## src/rtl/modexp_pkg.sv

```systemverilog
package modexp_pkg;

   // Word width of base, exponent, modulus and result.
   localparam int WORD_BITS = 32;

   // Stream payload widths, rounded up to whole bytes.
   localparam int REQ_DATA_BITS = ((3 * WORD_BITS + 7) / 8) * 8;
   localparam int RSP_DATA_BITS = ((WORD_BITS + 7) / 8) * 8;

   // Bit counter of the serial multiplier.
   localparam int CNT_BITS = $clog2(WORD_BITS);

   // Sequencer state codes.
   localparam logic [2:0] S_IDLE   = 3'd0;
   localparam logic [2:0] S_REDUCE = 3'd1;
   localparam logic [2:0] S_MUL    = 3'd2;
   localparam logic [2:0] S_SQR    = 3'd3;
   localparam logic [2:0] S_DONE   = 3'd4;

   // Command to the shared multiply-reduce unit.
   typedef struct packed {
      logic                 start;
      logic [WORD_BITS-1:0] x;
      logic [WORD_BITS-1:0] y;
      logic [WORD_BITS-1:0] n;
   } mm_req_type;

   // Status and result of the shared multiply-reduce unit.
   typedef struct packed {
      logic                 done;
      logic [WORD_BITS-1:0] product;
   } mm_rsp_type;

   // Modular addition of two residues below n.
   function automatic logic [WORD_BITS-1:0] add_mod(input logic [WORD_BITS-1:0] a,
                                                    input logic [WORD_BITS-1:0] b,
                                                    input logic [WORD_BITS-1:0] n);
      logic [WORD_BITS:0] sum;
      logic [WORD_BITS:0] diff;
      sum  = {1'b0, a} + {1'b0, b};
      diff = sum - {1'b0, n};
      if (sum >= {1'b0, n}) begin
         return diff[WORD_BITS-1:0];
      end
      return sum[WORD_BITS-1:0];
   endfunction

endpackage

```

## src/rtl/modexp_mulmod.sv

```systemverilog
// Serial multiply-reduce unit: product = (x * y) mod n for x below n and any y.
// One multiplier bit per cycle, least significant first, for all WORD_BITS bits.
module modexp_mulmod (
   input  logic                   clock,
   input  logic                   reset,
   input  modexp_pkg::mm_req_type mm_req,
   output modexp_pkg::mm_rsp_type mm_rsp
);

   logic                                busy_ff, busy_in;
   logic                                done_ff, done_in;
   logic [modexp_pkg::CNT_BITS-1:0]     cnt_ff, cnt_in;
   logic [modexp_pkg::WORD_BITS-1:0]    acc_ff, acc_in;
   logic [modexp_pkg::WORD_BITS-1:0]    addend_ff, addend_in;
   logic [modexp_pkg::WORD_BITS-1:0]    mult_ff, mult_in;
   logic [modexp_pkg::WORD_BITS-1:0]    n_ff, n_in;

   localparam logic [modexp_pkg::CNT_BITS-1:0] LAST_CNT =
      modexp_pkg::CNT_BITS'(modexp_pkg::WORD_BITS - 1);

   // Accumulate and double in parallel; each path is one add and compare.
   always_comb begin
      busy_in   = busy_ff;
      done_in   = 1'b0;
      cnt_in    = cnt_ff;
      acc_in    = acc_ff;
      addend_in = addend_ff;
      mult_in   = mult_ff;
      n_in      = n_ff;
      if (mm_req.start) begin
         busy_in   = 1'b1;
         cnt_in    = '0;
         acc_in    = '0;
         addend_in = mm_req.x;
         mult_in   = mm_req.y;
         n_in      = mm_req.n;
      end else if (busy_ff) begin
         if (mult_ff[0]) begin
            acc_in = modexp_pkg::add_mod(acc_ff, addend_ff, n_ff);
         end
         addend_in = modexp_pkg::add_mod(addend_ff, addend_ff, n_ff);
         mult_in   = mult_ff >> 1;
         cnt_in    = cnt_ff + 1'b1;
         if (cnt_ff == LAST_CNT) begin
            busy_in = 1'b0;
            done_in = 1'b1;
         end
      end
   end

   always_ff @(posedge clock) begin
      if (reset) begin
         busy_ff <= 1'b0;
         done_ff <= 1'b0;
         cnt_ff  <= '0;
      end else begin
         busy_ff <= busy_in;
         done_ff <= done_in;
         cnt_ff  <= cnt_in;
      end
      acc_ff    <= acc_in;
      addend_ff <= addend_in;
      mult_ff   <= mult_in;
      n_ff      <= n_in;
   end

   assign mm_rsp.done    = done_ff;
   assign mm_rsp.product = acc_ff;

endmodule

```

## src/rtl/modular_exponentiation.sv

```systemverilog
// Modular exponentiation, right-to-left binary method.
// The request channel carries base, exponent and modulus; each transfer
// yields exactly one response transfer with base^exponent mod modulus in
// rsp_tdata and a bad-modulus flag in rsp_tuser.
// A zero modulus answers 0 with the flag set; a zero exponent answers 1.
// Zero modulus or zero exponent go from idle straight to the done state.
// Otherwise one multiply-reduce reduces the base, then each exponent bit
// up to the highest set one costs a square, plus a multiply when the bit
// is one, and the result then passes through the done state. All of it
// runs on the one serial multiply-reduce unit, which handles a single
// multiplier bit per cycle.
// req_tready is high only while the sequencer is idle, so one item is in
// work at a time. A finished result moves to an output register; a new
// request is taken while that result waits for rsp_tready. If the receiver
// still holds the previous result, the finished one waits in the sequencer.
// Synchronous reset empties the output register and returns to idle.
module modular_exponentiation (
   input  logic                                 clock,
   input  logic                                 reset,
   input  logic                                 req_tvalid,
   output logic                                 req_tready,
   // Fields from bit 0: base, exponent, modulus.
   input  logic [modexp_pkg::REQ_DATA_BITS-1:0] req_tdata,
   output logic                                 rsp_tvalid,
   input  logic                                 rsp_tready,
   // Fields from bit 0: power_result.
   output logic [modexp_pkg::RSP_DATA_BITS-1:0] rsp_tdata,
   // Fields from bit 0: bad_modulus.
   output logic [0:0]                           rsp_tuser
);

   localparam int W = modexp_pkg::WORD_BITS;

   logic [2:0]   state_ff, state_in;
   logic         issued_ff, issued_in;
   logic [W-1:0] base_ff, base_in;
   logic [W-1:0] exp_ff, exp_in;
   logic [W-1:0] mod_ff, mod_in;
   logic [W-1:0] res_ff, res_in;
   logic         bad_ff, bad_in;
   logic         rsp_valid_ff, rsp_valid_in;
   logic [W-1:0] rsp_data_ff, rsp_data_in;
   logic         rsp_bad_ff, rsp_bad_in;

   logic         req_xfer;
   logic         out_free;
   logic [W-1:0] in_base, in_exp, in_mod;
   logic [W-1:0] exp_next;

   modexp_pkg::mm_req_type mm_req;
   modexp_pkg::mm_rsp_type mm_rsp;

   modexp_mulmod u_mulmod (
      .clock  (clock),
      .reset  (reset),
      .mm_req (mm_req),
      .mm_rsp (mm_rsp)
   );

   assign in_base  = req_tdata[W-1:0];
   assign in_exp   = req_tdata[2*W-1:W];
   assign in_mod   = req_tdata[3*W-1:2*W];
   assign req_tready = (state_ff == modexp_pkg::S_IDLE);
   assign req_xfer = req_tvalid && req_tready;
   assign out_free = !rsp_valid_ff || rsp_tready;
   assign exp_next = exp_ff >> 1;

   // Operand selection for the shared unit, one command per working state.
   always_comb begin
      mm_req.start = 1'b0;
      mm_req.x     = base_ff;
      mm_req.y     = base_ff;
      mm_req.n     = mod_ff;
      unique case (state_ff)
         modexp_pkg::S_REDUCE: begin
            mm_req.start = !issued_ff;
            mm_req.x     = res_ff;
         end
         modexp_pkg::S_MUL: begin
            mm_req.start = !issued_ff;
            mm_req.y     = res_ff;
         end
         modexp_pkg::S_SQR: begin
            mm_req.start = !issued_ff;
         end
         default: begin
            mm_req.start = 1'b0;
         end
      endcase
   end

   // Sequencer over the exponent bits.
   always_comb begin
      state_in     = state_ff;
      issued_in    = issued_ff;
      base_in      = base_ff;
      exp_in       = exp_ff;
      mod_in       = mod_ff;
      res_in       = res_ff;
      bad_in       = bad_ff;
      rsp_valid_in = rsp_valid_ff && !rsp_tready;
      rsp_data_in  = rsp_data_ff;
      rsp_bad_in   = rsp_bad_ff;
      if (mm_req.start) begin
         issued_in = 1'b1;
      end
      unique case (state_ff)
         modexp_pkg::S_IDLE: begin
            if (req_xfer) begin
               base_in = in_base;
               exp_in  = in_exp;
               mod_in  = in_mod;
               bad_in  = 1'b0;
               if (in_mod == '0) begin
                  res_in   = '0;
                  bad_in   = 1'b1;
                  state_in = modexp_pkg::S_DONE;
               end else if (in_exp == '0) begin
                  res_in   = W'(1);
                  state_in = modexp_pkg::S_DONE;
               end else begin
                  // Start from one reduced modulo n; it also reduces the base.
                  res_in   = (in_mod == W'(1)) ? '0 : W'(1);
                  state_in = modexp_pkg::S_REDUCE;
               end
            end
         end
         modexp_pkg::S_REDUCE: begin
            if (mm_rsp.done) begin
               issued_in = 1'b0;
               base_in   = mm_rsp.product;
               state_in  = exp_ff[0] ? modexp_pkg::S_MUL : modexp_pkg::S_SQR;
            end
         end
         modexp_pkg::S_MUL: begin
            if (mm_rsp.done) begin
               issued_in = 1'b0;
               res_in    = mm_rsp.product;
               state_in  = modexp_pkg::S_SQR;
            end
         end
         modexp_pkg::S_SQR: begin
            if (mm_rsp.done) begin
               issued_in = 1'b0;
               base_in   = mm_rsp.product;
               exp_in    = exp_next;
               if (exp_next == '0) begin
                  state_in = modexp_pkg::S_DONE;
               end else begin
                  state_in = exp_next[0] ? modexp_pkg::S_MUL : modexp_pkg::S_SQR;
               end
            end
         end
         modexp_pkg::S_DONE: begin
            if (out_free) begin
               rsp_valid_in = 1'b1;
               rsp_data_in  = res_ff;
               rsp_bad_in   = bad_ff;
               state_in     = modexp_pkg::S_IDLE;
            end
         end
         default: begin
            state_in = modexp_pkg::S_IDLE;
         end
      endcase
   end

   always_ff @(posedge clock) begin
      if (reset) begin
         state_ff     <= modexp_pkg::S_IDLE;
         issued_ff    <= 1'b0;
         rsp_valid_ff <= 1'b0;
      end else begin
         state_ff     <= state_in;
         issued_ff    <= issued_in;
         rsp_valid_ff <= rsp_valid_in;
      end
      base_ff     <= base_in;
      exp_ff      <= exp_in;
      mod_ff      <= mod_in;
      res_ff      <= res_in;
      bad_ff      <= bad_in;
      rsp_data_ff <= rsp_data_in;
      rsp_bad_ff  <= rsp_bad_in;
   end

   assign rsp_tvalid   = rsp_valid_ff;
   assign rsp_tdata    = modexp_pkg::RSP_DATA_BITS'(rsp_data_ff);
   assign rsp_tuser[0] = rsp_bad_ff;

endmodule

```

## config.mk

```make
export PLATFORM = sky130hd
export DESIGN_NAME = modular_exponentiation
export DESIGN_NICKNAME = d
export VERILOG_FILES = /design/src/rtl/modexp_pkg.sv /design/src/rtl/modexp_mulmod.sv /design/src/rtl/modular_exponentiation.sv
export SDC_FILE = /design/constraint.sdc
export NUM_CORES = 1
export LEC_CHECK = 0
export BUFFER_PORTS_ARGS = -buffer_cell sky130_fd_sc_hd__buf_2
export CAP_MARGIN = 10
export CORE_MARGIN = 5
export CORE_UTILIZATION = 40
export DETAILED_ROUTE_END_ITERATION = 10
export PLACE_DENSITY_LB_ADDON = 0.3
export SLEW_MARGIN = 30
export SYNTH_ARGS = -nofsm -noshare
export SYNTH_HDL_FRONTEND = slang
export SYNTH_SLANG_ARGS = --single-unit
```

## constraint.sdc

```tcl
create_clock -name clock -period 6.3 [get_ports clock]
set_clock_uncertainty 0.05 [all_clocks]
set_input_delay 0.945 -clock clock [delete_from_list [all_inputs] [get_ports clock]]
set_output_delay 0.945 -clock clock [all_outputs]
set_load 0.03 [all_outputs]
```

-- Word level (Yosys, flattened, before mapping)
Cells that the tools add are included.
- register bits after elaboration: 302
- input bits: 100
- output and inout bits: 35
- word-level logic and storage cells: 112
- add/sub/neg operators: 5
- $lt $le $gt $ge: 2
- eq/ne operators: 12
- mux-type cells: 50
- bitwise operators: 1
- reductions and logical operators: 25
- operators by type and width (kind ; count):
    $mux W32 ; 15
    $pmux W32 S2 ; 3
    $logic_not A32 Y1 ; 3
    $add A32 B32 Y33 ; 2
    $ge A33 B32 Y1 ; 2
    $sub A32 B32 Y32 ; 2
    $eq A32 B1 Y1 const B ; 1
    $mux W3 ; 8
    $mux W1 ; 23
    $pmux W3 S5 ; 1
    $ne A2 B1 Y1 const B ; 5
    $reduce_and A3 Y1 ; 3
    $reduce_bool A2 Y1 ; 4
    $eq A3 B2 Y1 const B ; 2
    $reduce_and A2 Y1 ; 3
    $reduce_or A3 Y1 ; 2
    $add A5 B1 Y5 const B ; 1
    $eq A5 B5 Y1 const B ; 1
    $reduce_and A5 Y1 ; 1
    $reduce_or A2 Y1 ; 2
    $eq A3 B1 Y1 const B ; 1
    $eq A3 B3 Y1 const B ; 1
    $logic_not A1 Y1 ; 3
    $logic_not A3 Y1 ; 1
    4 further kinds ; 5

-- Longest topological paths before layout
Gate-level depths: netlist of run 1.
- depth after elaboration: 8
- depth in mapped cells: 23
- gate-level depth less buffers: 21

-- By module
Synthesis of run 1 repeated with hierarchy kept, for this count alone.
- cells, all modules: 1637
- area, all modules: 17972.2 sq um
- by module, submodules not included (module ; times used ; cells each ; area an instance (sq um) ; seq. area each (sq um)):
    modexp_mulmod ; 1 ; 1150 ; 10541.4 ; 3663.5
    modular_exponentiation ; 1 ; 487 ; 7430.9 ; 4964.8

-- Worst setup path after synthesis of run 1
No wires, ideal clock.
- kind: reg-to-reg
- start point: reg u_mulmod.addend_ff[0] (netlist name)
- end point: reg u_mulmod.acc_ff[21] (netlist name)
- arrival: 4.414 ns
- data required time: 6.057 ns
- slack: 1.643 ns
- stages on the path, launching flop included: 21
- buffers on the path: 2
- path through: edfxtp_1 -> ha_1 -> fa_1 -> a211oi_1 -> o211ai_1 -> a21oi_1 -> o21ai_0 -> a311o_1 -> and3_1 -> ha_1 -> clkbuf_2 -> o21a_1 -> nor2_1 -> o21ai_0 -> nand3_1 -> or4_4 -> nand3_2 -> buf_6 -> mux2_2 -> nand2_1 -> a21oi_1
- longest elaborated chain between the ends: 7
- RTL lines (what ; line ; RTL):
    from (decl) ; modexp_mulmod.sv:14 ; logic [modexp_pkg::WORD_BITS-1:0] addend_ff, addend_in;
    from (signal assigned) ; modexp_mulmod.sv:62 ; addend_ff <= addend_in;
    $add A32 B32 Y33 * ; modexp_pkg.sv:40 ; sum = {1'b0, a} + {1'b0, b};
    $ge A33 B32 Y1 ; modexp_pkg.sv:42 ; if (sum >= {1'b0, n}) begin
    $mux W1 ; modexp_pkg.sv:42 ;
    $mux W1 ; modexp_mulmod.sv:38 ; if (mult_ff[0]) begin
    $mux W1 ; modexp_mulmod.sv:37 ; end else if (busy_ff) begin
    $mux W1 ; modexp_mulmod.sv:30 ; if (mm_req.start) begin
    $mux W32 * ; modexp_pkg.sv:45 ; return sum[WORD_BITS-1:0];
    to (signal assigned) ; modexp_mulmod.sv:61 ; acc_ff <= acc_in;
    to (decl) ; modexp_mulmod.sv:13 ; logic [modexp_pkg::WORD_BITS-1:0] acc_ff, acc_in;
Mark *: on every way between the ends. The rest lies on a longest branch, timed or not. The select of a mux whose other input is x is not followed.
A chain may end at the register's enable or synchronous reset.

-- Final worst setup path of run 1
- start point: reg u_mulmod.addend_ff[0] (netlist name)
- end point: reg u_mulmod.acc_ff[8] (netlist name)
The elaborated chain is that of the path after synthesis.

==> results of run 1 <==
[cells in the mapped netlist, types with 6 or more instances]
master,count,area [sq um]
mux2_2,34,383
nor4_1,24,150
a31oi_1,68,425
clkbuf_1,65,244
o21bai_1,14,105
o211ai_1,13,97.6
xnor2_1,52,455
o21ai_0,60,300
nand2b_1,9,56.3
and3_1,18,113
mux2i_1,23,230
a21o_1,38,285
ha_1,98,1230
or3_1,6,37.5
and2_1,38,238
nor3_1,29,145
nor2b_1,13,81.3
o31ai_1,10,75.1
xor2_1,32,280
o21a_1,13,97.6
nand4_1,25,156
inv_1,57,214
a21oi_1,112,561
nand3_1,29,145
nor2_1,140,526
dfxtp_1,44,881
edfxtp_1,258,7750
nand2_1,297,1110
a211oi_1,50,375
[final cells by class]
type                            instances  area [sq um]  area share, %
Antenna cell                            1          2.50         0.0126
Clock buffer                           44           910           4.59
Sequential cell                       302          8630           43.5
Inverter                               57           221           1.12
Timing Repair Buffer                  151           798           4.03
Multi-Input combinational cell       1315          8310           41.9
Clock inverter                         17           219           1.10
Tap cell                              585           732           3.69
[per-layer routing]
metal / global-route usage (%) / vias up / wire length [microns]
met1: 31.2 / 6375 / 23800
met3: 3.56 / 58 / 3320
li1: - / 6670 / -
met4: 5.71 / 0 / 1310
met2: 27.5 / 418 / 19600
met5: 0 / - / 0
[sequential cells by signal (all words and copies together), names as in the netlist, 32 cells and up, named ones only]
| signal | count |
|---|---|
| u_mulmod.addend_ff | 32 |
| res_ff | 32 |
| mod_ff | 32 |
| base_ff | 32 |
| exp_ff | 32 |
| rsp_tdata | 32 |
| u_mulmod.n_ff | 32 |
| u_mulmod.acc_ff | 32 |
| u_mulmod.mult_ff | 32 |
[power groups by stage]
stage               Combinational (mW)  Clock [mW]  Sequential [mW]
detailed placement                7.66           0             3.20
finish                            7.77        2.03             3.18
global placement                  7.66           0             3.19
CTS                               7.71        2.08             3.17
global route                      8.63        2.16             3.22
floorplan                         6.11           0             3.00
[logic make-up after synthesis]
family | synth area share (%)
and+or+nand+nor | 16.6
muxes | 3.51
DFF | 49.4
AOI/OAI and AO/OA | 15.8
xor gates and xnor gates | 4.21
buffers and inverters | 3.16
adders and majority gates | 7.36
[worst max-delay path: cells and delay by family, from the launching register on]
| family | cells | cell delay [ns] |
|---|---|---|
| adder cells (fa/ha/maj) | 3 | 1.03 |
| buffers and inverters | 2 | 0.50 |
| multiplexers | 1 | 0.14 |
| AO/OA/AOI/OAI | 12 | 2.40 |
| AND/OR/NAND/NOR | 2 | 0.71 |
| flip-flops | 1 | 0.44 |
| XOR/XNOR | 1 | 0.19 |
[cell usage in the layout (no fill, tap or decap), types with 4 or more instances in the layout]
cell	instances
a211oi_1	50
a21boi_0	5
a21o_1	37
a21oi_1	112
a31oi_1	68
a32oi_1	4
and2_1	37
and3_1	17
buf_2	134
buf_4	17
bufinv_16	5
clkbuf_1	9
clkbuf_16	35
clkinv_2	5
dfxtp_1	44
edfxtp_1	258
ha_1	98
inv_1	56
mux2_2	34
mux2i_1	23
nand2_1	295
nand2b_1	8
nand3_1	29
nand4_1	25
nor2_1	138
nor2b_1	13
nor3_1	29
nor4_1	24
o211ai_1	13
o21a_1	13
o21ai_0	60
o21ai_1	5
o21bai_1	14
o22ai_1	4
o31ai_1	10
or3_1	6
xnor2_1	52
xor2_1	32
[per-stage QoR]
step / instances / setup WS, ns
2_1_floorplan: 1753 / 1.64
3_3_place_gp: 2410 / 0.850
3_5_place_dp: 2410 / 0.722
4_1_cts: 2471 / 0.729
5_1_grt: 2471 / 0.0451
6_report: 2472 / 0.719
[how the worst min path moves through the flow]
stage / from / to / slack [ns]
2_1_floorplan: bad_ff / rsp_tuser / 0.35
3_3_place_gp: bad_ff / rsp_tuser / 0.36
3_5_place_dp: mod_ff[14] / u_mulmod.n_ff[14] / 0.35
4_1_cts: mod_ff[14] / u_mulmod.n_ff[14] / 0.37
5_1_grt: mod_ff[21] / u_mulmod.n_ff[21] / 0.38
6_report: mod_ff[16] / u_mulmod.n_ff[16] / 0.37
==> results.sh, run 1 <==
export IMPL_slew_viol_final=0
export IMPL_io_buffer_count=134
export IMPL_via_count=13500
export IMPL_critical_path_required_ns=6.70
export IMPL_fin_setup_tns_ns=0
export IMPL_syn_area_per_cell_sq_um=9.97
export IMPL_drt_pass1_iterations=6
export IMPL_r2r_end="u_mulmod.acc_ff[8]"
export IMPL_ant_nets=0
export IMPL_worst_setup_path_end_kind="flop"
export IMPL_finalHoldViolCount=0
export IMPL_dpl_hpwl_microns=36200
export IMPL_cts_reportedPaths_clkPinSlew_ns=0.06
export IMPL_p_int_mw=7.11
export IMPL_cts_buffer_depth=3
export IMPL_regToRegStartpoint="u_mulmod.addend_ff[0]"
export IMPL_synth_area_sq_mm=0.0175
export IMPL_syn_nets=1954
export IMPL_p_sw_mw=5.88
export IMPL_path_cells="ha_1, fa_1, a211oi_1, o211ai_1, a21oi_1, buf_4, o211ai_1, a21boi_1, o21ai_1, a21oi_1, xnor2_1, ha_1, a21oi_1, o21ai_0, a311oi_1, a211oi_1, nor3_2, nand3_2, buf_4, mux2i_1, a211oi_1"
export IMPL_yosys_register_bits=302
export IMPL_die_w_microns=219
export IMPL_rsz0062_at_grt="false"
export IMPL_p_total_mw=13.0
export IMPL_io_pins=135
export IMPL_final_area_sq_mm=0.0198
export IMPL_finalCriticalPeriod_ns=5.58
export IMPL_initial_utilization_pct=40.5
export IMPL_htreeDepth=2
export IMPL_p_leak_nw=7.88
export IMPL_grtUsageTotal_pct=19.8
export IMPL_viasPerCell=5.47
export IMPL_synth_cell_types=73
export IMPL_cp_max_fo=20
export IMPL_drt_initial_drc_count=935
export IMPL_tightest_slew_ns=0.880
export IMPL_syn2layout_area_growth_pct=13.4
export IMPL_yosysWarnings=0
export IMPL_grt_max_degree=130
export IMPL_grt_pass1_wl_microns=74700
export IMPL_wl_per_cell_microns=19.4
export IMPL_cts_inserted_buffers=34
export IMPL_hold_slack_ns=0.368
export IMPL_std_cell_rows=76
export IMPL_synthesis_instances=1753
export IMPL_seq_power_share_pct=24.5
export IMPL_r2r_slack_ns=0.72
export IMPL_post_cts_setup_buffers=0
export IMPL_antenna_found_initial=1
export IMPL_startpoint="u_mulmod.addend_ff[0]"
export IMPL_clk_latency_ns=0.54
export IMPL_synthArstFlopShare_pct=0
export IMPL_ctsRootBufferMaster="clkbuf_16"
export IMPL_postCtsHoldBufs=0
export IMPL_cp_arrival_ns=5.98
export IMPL_switching_share_pct=45.3
export IMPL_status="completed"
export IMPL_finalCritPeriodShare_pct=88.6
export IMPL_power_density_mw_per_mm2=655
export IMPL_drive_gt1_share_pct=13.8
export IMPL_nets=2062
export IMPL_cap_violations=0
export IMPL_drt_total_wl_microns=48000
export IMPL_crit_type="flop to flop"
export IMPL_grt_pass1_vias=13000
export IMPL_cp_start_kind="flop"
export IMPL_hp_class="flop to flop"
export IMPL_synth_edf_count=258
export IMPL_dieArea_sq_mm=0.0480
export IMPL_cp_slowest_stage_delay_ns=0.45
export IMPL_cts_repair_resized=0
export IMPL_setup_viol=0
export IMPL_place_congestion=0.882
export IMPL_power_share_clock_pct=15.7
export IMPL_cts_sinks=302
export IMPL_cts_tree="done"
export IMPL_gr_total_overflow=0
export IMPL_pwr_share_comb_pct=59.8
export IMPL_min_path_cells=0
export IMPL_synthFlopType="edfxtp_1"
export IMPL_ir_drop_mv=0.259
export IMPL_worstSetupEndpoint="u_mulmod.acc_ff[8]"
export IMPL_fp_dieH_microns=219
export IMPL_fillers=4193
export IMPL_yosysSeqAreaShare_pct=49.4
export IMPL_r2r_cells=21
export IMPL_maxSlewHeadroom_pct=41.3
export IMPL_post_route_util_pct=45.9
export IMPL_route_detailed_drc=0
export IMPL_coreArea_sq_mm=0.0432
export IMPL_timing_fmax_ghz=0.179
export IMPL_postPlaceCellArea_sq_mm=0.0187
export IMPL_cp_slowest_cell="nand3_2"
(Power assumes the default switching activity.)
==> run 2, diff against run 1 <==
--- a/config.mk
+++ b/config.mk
@@ -9,6 +9,7 @@
 export CAP_MARGIN = 10
 export CORE_MARGIN = 5
 export CORE_UTILIZATION = 40
+export CTS_CLUSTER_DIAMETER = 30
 export DETAILED_ROUTE_END_ITERATION = 10
 export PLACE_DENSITY_LB_ADDON = 0.3
 export SLEW_MARGIN = 30
==> constraint.sdc (replaced) <==
create_clock -name clock -period 5.54 [get_ports clock]
set_clock_uncertainty 0.05 [all_clocks]
set_input_delay 0.831 -clock clock [delete_from_list [all_inputs] [get_ports clock]]
set_output_delay 0.831 -clock clock [all_outputs]
set_load 0.1 [all_outputs]
==> run 2 against run 1 <==
Die area did not move; sequential share of layout area fell by 3.1 points; critical path depth is 1 lower; fmax increased by 8.1%; via count grew 3.5%; power is 32% higher.
==> results.sh, run 2 (synthesized netlist as in run 1, its figures left out) <==
export IMPL_cts_inserted_buffers=73
export IMPL_worst_setup_path_end_kind="flop"
export IMPL_postPlaceCellArea_sq_mm=0.0187
export IMPL_cap_violations=0
export IMPL_min_path_cells=0
export IMPL_power_density_mw_per_mm2=801
export IMPL_hp_class="flop to flop"
export IMPL_viasPerCell=5.50
export IMPL_r2r_end="u_mulmod.acc_ff[12]"
export IMPL_setup_viol=0
export IMPL_clk_latency_ns=0.61
export IMPL_cts_buffer_depth=3
export IMPL_finalCritPeriodShare_pct=93.2
export IMPL_drt_total_wl_microns=50100
export IMPL_drt_pass1_iterations=5
export IMPL_antenna_found_initial=0
export IMPL_cp_arrival_ns=5.62
export IMPL_grt_pass1_vias=13600
export IMPL_final_area_sq_mm=0.0213
export IMPL_slew_viol_final=0
export IMPL_whs_endpoint="u_mulmod.n_ff[11]"
export IMPL_ant_nets=0
export IMPL_antennaDiodeCount=0
export IMPL_syn2layout_area_growth_pct=22.1
export IMPL_htreeDepth=3
export IMPL_drive_gt1_share_pct=17.4
export IMPL_finalHoldViolCount=0
export IMPL_fillers=3989
export IMPL_dieArea_sq_mm=0.0480
export IMPL_timing_fmax_ghz=0.194
export IMPL_grt_pass1_wl_microns=77200
export IMPL_drt_initial_drc_count=1270
export IMPL_post_cts_setup_buffers=0
export IMPL_hp_start="mod_ff[11]"
export IMPL_cts_reportedPaths_clkPinSlew_ns=0.05
export IMPL_rsz0062_at_grt="false"
export IMPL_fp_dieH_microns=219
export IMPL_p_leak_nw=8.62
export IMPL_place_congestion=0.927
export IMPL_cts_tree="done"
export IMPL_io_pins=135
export IMPL_final_common_cell="nand2_1"
export IMPL_layout_common_cells="nand2_1, edfxtp_1, nor2_1, buf_2, a21oi_1"
export IMPL_cp_max_fo=27
export IMPL_r2r_cells=20
export IMPL_cp_start_kind="flop"
export IMPL_cts_sinks=302
export IMPL_finalCriticalPeriod_ns=5.16
export IMPL_hold_slack_ns=0.362
export IMPL_wl_per_cell_microns=19.7
export IMPL_route_detailed_drc=0
export IMPL_tightest_slew_ns=0.933
export IMPL_die_w_microns=219
export IMPL_grtUsageTotal_pct=20.6
export IMPL_std_cell_rows=76
export IMPL_grt_max_degree=90
export IMPL_fin_setup_tns_ns=0
export IMPL_maxSlewHeadroom_pct=37.8
export IMPL_crit_type="flop to flop"
export IMPL_dpl_hpwl_microns=36500
export IMPL_status="completed"
export IMPL_regToRegStartpoint="u_mulmod.addend_ff[0]"
export IMPL_seq_area_sq_mm=0.00863
export IMPL_critical_path_required_ns=6.00
export IMPL_multi_input_area_sq_mm=0.00833
export IMPL_io_buffer_count=134
export IMPL_r2r_slack_ns=0.38
export IMPL_via_count=14000
export IMPL_ctsRootBufferMaster="clkbuf_16"
export IMPL_gr_total_overflow=0
export IMPL_initial_utilization_pct=40.5
export IMPL_coreArea_sq_mm=0.0432
export IMPL_ir_drop_mv=0.475
export IMPL_nets=2103
run 2: cell types whose count changed in the layout (fill, tap and decap cells not counted), moves of 2 or more:
cell and change:
clkbuf_16 +39, inv_6 +10, bufinv_16 +6, clkinv_2 +6
clkinv_4 +5, clkbuf_1 -4, clkinvlp_4 +3, buf_12 +2
clkbuf_8 +2, clkinv_16 +2, inv_16 +2
run 2: area by class of cell:
cell class                      instances  area share, %
Sequential cell                       302           40.4
Multi-Input combinational cell       1315           39.0
Clock buffer                           81           8.89
Timing Repair Buffer                  153           3.93
Tap cell                              585           3.43
Clock inverter                         53           3.31
Inverter                               57           1.03
run 2: metal layers:
layer	up-vias	wire (microns)	track usage, %
met5	-	0	0
met4	0	1180	6.93
met3	66	3520	4.07
met2	483	21300	30.1
met1	6662	24100	30.5
li1	6788	-	-
run 2: power by group:
part / internal, mW / switching [mW]
Sequential: 3.17 / 0.473
Combinational: 3.57 / 5.42
Clock: 3.03 / 1.45
Total: 9.76 / 7.35
run 2: timing repair:
item                                    in CTS  in global routing
endpoints found under the setup margin       0                 29
hold buffers                                 0                  0
resized for setup                            0                  2
run 2: stage by stage:
stage / std cells / utilization, % / worst slack (ns) / total power [mW]
6_report: 2546 / 49.5 / 0.378 / 17.1
5_1_grt: 2546 / 49.5 / 0.0442 / 18.3
4_1_cts: 2546 / 49.4 / 0.325 / 17.0
3_3_place_gp: 2412 / 43.4 / 0.388 / 12.4
2_1_floorplan: 1753 / - / 0.604 / 10.4
3_5_place_dp: 2412 / 43.4 / 0.367 / 12.4
run 2: worst max-delay path by stage:
| stage | start | end |
|---|---|---|
| 2_1_floorplan | state_ff[1] | res_ff[0] |
| 3_3_place_gp | u_mulmod.addend_ff[0] | u_mulmod.acc_ff[13] |
| 3_5_place_dp | u_mulmod.addend_ff[0] | u_mulmod.acc_ff[4] |
| 4_1_cts | u_mulmod.addend_ff[0] | u_mulmod.acc_ff[12] |
| 5_1_grt | u_mulmod.addend_ff[0] | u_mulmod.acc_ff[31] |
| 6_report | u_mulmod.addend_ff[0] | u_mulmod.acc_ff[12] |
run 2: worst max-delay path: stages (launching register included):
cell and delay [ns]:
edfxtp_1 0.45, ha_1 0.27, fa_1 0.44, a211oi_2 0.23
o211ai_1 0.16, a21oi_1 0.30, o211ai_1 0.24, a21boi_2 0.22
o21ai_1 0.11, a21oi_1 0.19, xnor2_1 0.20, ha_1 0.35
a21oi_1 0.23, o21ai_0 0.18, a311oi_1 0.28, a211oi_1 0.12
nor3_2 0.27, nand3_2 0.17, buf_12 0.20, mux2i_1 0.14
a211oi_1 0.26
==> run 3, diff against run 2 <==
--- a/config.mk
+++ b/config.mk
@@ -5,8 +5,7 @@
 export SDC_FILE = /design/constraint.sdc
 export NUM_CORES = 1
 export LEC_CHECK = 0
-export BUFFER_PORTS_ARGS = -buffer_cell sky130_fd_sc_hd__buf_2
-export CAP_MARGIN = 10
+export BUFFER_PORTS_ARGS = -buffer_cell sky130_fd_sc_hd__buf_4
 export CORE_MARGIN = 5
 export CORE_UTILIZATION = 40
 export CTS_CLUSTER_DIAMETER = 30
==> run 3 against run 2 <==
Clock power shrank 7.1%; global-route usage down 0.14 points; utilization grew 0.30 points; setup slack better by 0.067 ns; fmax rose by 1.3%; first-iteration DRC count fell by 15%; critical path type unchanged; largest power group unchanged.
==> results.sh, run 3 (synthesized netlist as in run 1, its figures left out) <==
export IMPL_coreArea_sq_mm=0.0432
export IMPL_fin_setup_tns_ns=0
export IMPL_path_cells="ha_1, fa_1, a211oi_1, o211ai_1, a21oi_2, o211ai_1, a21boi_2, o21ai_1, a21oi_1, xnor2_1, ha_1, a21oi_1, o21ai_0, a311oi_1, a211oi_1, nor3_2, nand3_2, buf_12, nor2_1, a211oi_1, a21oi_1, nor2_1"
export IMPL_rsz0062_at_grt="false"
export IMPL_std_cell_rows=76
export IMPL_postCtsHoldBufs=0
export IMPL_postPlaceCellArea_sq_mm=0.0191
export IMPL_tightest_slew_ns=0.931
export IMPL_cap_violations=0
export IMPL_grt_pass1_wl_microns=76500
export IMPL_hp_class="flop to flop"
export IMPL_worst_setup_path_end_kind="flop"
export IMPL_grt_pass1_vias=13500
export IMPL_finalCritPeriodShare_pct=92.0
export IMPL_cts_buffer_depth=3
export IMPL_cp_slowest_stage_delay_ns=0.44
export IMPL_cts_reportedPaths_clkPinSlew_ns=0.05
export IMPL_timing_fmax_ghz=0.196
export IMPL_place_congestion=0.907
export IMPL_route_detailed_drc=0
export IMPL_dp_cells=2411
export IMPL_grtUsageMet2_pct=29.7
export IMPL_ant_nets=0
export IMPL_dieArea_sq_mm=0.0480
export IMPL_io_buffer_count=134
export IMPL_power_density_mw_per_mm2=779
export IMPL_initial_utilization_pct=40.5
export IMPL_cts_sinks=302
export IMPL_crit_type="flop to flop"
export IMPL_cp_start_kind="flop"
export IMPL_maxSlewHeadroom_pct=38.0
export IMPL_antenna_found_initial=0
export IMPL_drt_initial_drc_count=1077
export IMPL_antennaDiodeCount=0
export IMPL_finalCriticalPeriod_ns=5.10
export IMPL_final_area_sq_mm=0.0215
export IMPL_drt_total_wl_microns=49800
export IMPL_fp_dieH_microns=219
export IMPL_gr_usage_met1_pct=31.3
export IMPL_layoutNonFillerInstCount=2542
export IMPL_via_count=14000
export IMPL_clk_latency_ns=0.59
export IMPL_drt_pass1_iterations=6
export IMPL_wl_per_cell_microns=19.6
export IMPL_status="completed"
export IMPL_critical_path_required_ns=5.93
export IMPL_post_route_util_pct=49.8
export IMPL_ctsRootBufferMaster="clkbuf_16"
export IMPL_cts_tree="done"
export IMPL_cp_slowest_cell="edfxtp_1"
export IMPL_grt_util_met3_pct=3.75
export IMPL_io_pins=135
export IMPL_final_common_cell="nand2_1"
export IMPL_top_usage_layer="met1"
export IMPL_htreeDepth=3
export IMPL_dpl_hpwl_microns=36600
export IMPL_p_leak_nw=8.63
export IMPL_nets=2101
export IMPL_viasPerCell=5.49
export IMPL_cp_arrival_ns=5.49
export IMPL_grt_max_degree=93
export IMPL_gr_total_overflow=0
export IMPL_ir_drop_mv=0.416
export IMPL_die_w_microns=219
export IMPL_slew_viol_final=0
export IMPL_cp_max_fo=27
export IMPL_grtUsageTotal_pct=20.4
export IMPL_setup_viol=0
export IMPL_layout_common_cells="nand2_1, edfxtp_1, buf_4, nor2_1, a21oi_1"
export IMPL_crit_buf_inv=1
export IMPL_drive_gt1_share_pct=17.2
export IMPL_finalHoldViolCount=0
export IMPL_syn2layout_area_growth_pct=22.9
export IMPL_cp_top_family="compound AO/OA/AOI/OAI gates"
export IMPL_cts_inserted_buffers=72
==> run 3: final cells by class <==
type	count	area, sq um
tap	585	732
fill	4046	21700
timing repair buffer	152	1170
clock buffer	76	1820
clock inverter	55	597
inverter	57	219
sequential	302	8630
multi-input combinational	1315	8320
==> run 3: per-layer routing <==
layer | wire [microns] | vias to the layer above
li1 | - | 6780
met1 | 24500 | 6698
met2 | 21300 | 418
met3 | 3160 | 55
met4 | 827 | 0
met5 | 0 | -
==> run 3: path summary, 6_finish.rpt <==
kind / end / from / depth (start not counted) / slack (ns)
min: u_mulmod.n_ff[13] / mod_ff[13] / 0 / 0.36
max: u_mulmod.acc_ff[2] / u_mulmod.addend_ff[0] / 22 / 0.44
min reg2reg: u_mulmod.n_ff[13] / mod_ff[13] / 0 / 0.36
max reg2reg: u_mulmod.acc_ff[2] / u_mulmod.addend_ff[0] / 22 / 0.44
==> run 3: what timing repair did <==
action	in CTS	in global routing
buffers inserted	0	0
endpoints found under the setup margin	0	22
hold endpoints to repair	0	0
gates resized for setup	0	2
==> run 3: metrics by stage <==
stage / total power, mW / hold slack (ns) / worst slack [ns]
after global placement: 12.4 / 0.351 / 0.420
after floorplan: 10.4 / 0.350 / 0.604
after global routing: 17.9 / 0.361 / 0.0387
after CTS: 16.7 / 0.353 / 0.332
final: 16.7 / 0.362 / 0.445
after detailed placement: 12.4 / 0.355 / 0.350
==> run 3: where the power goes <==
group	internal, mW	total [mW]	leakage, nW	switching [mW]
clock network	2.78	4.16	1.16	1.38
logic	3.58	8.94	4.65	5.37
registers	3.17	3.64	2.82	0.471
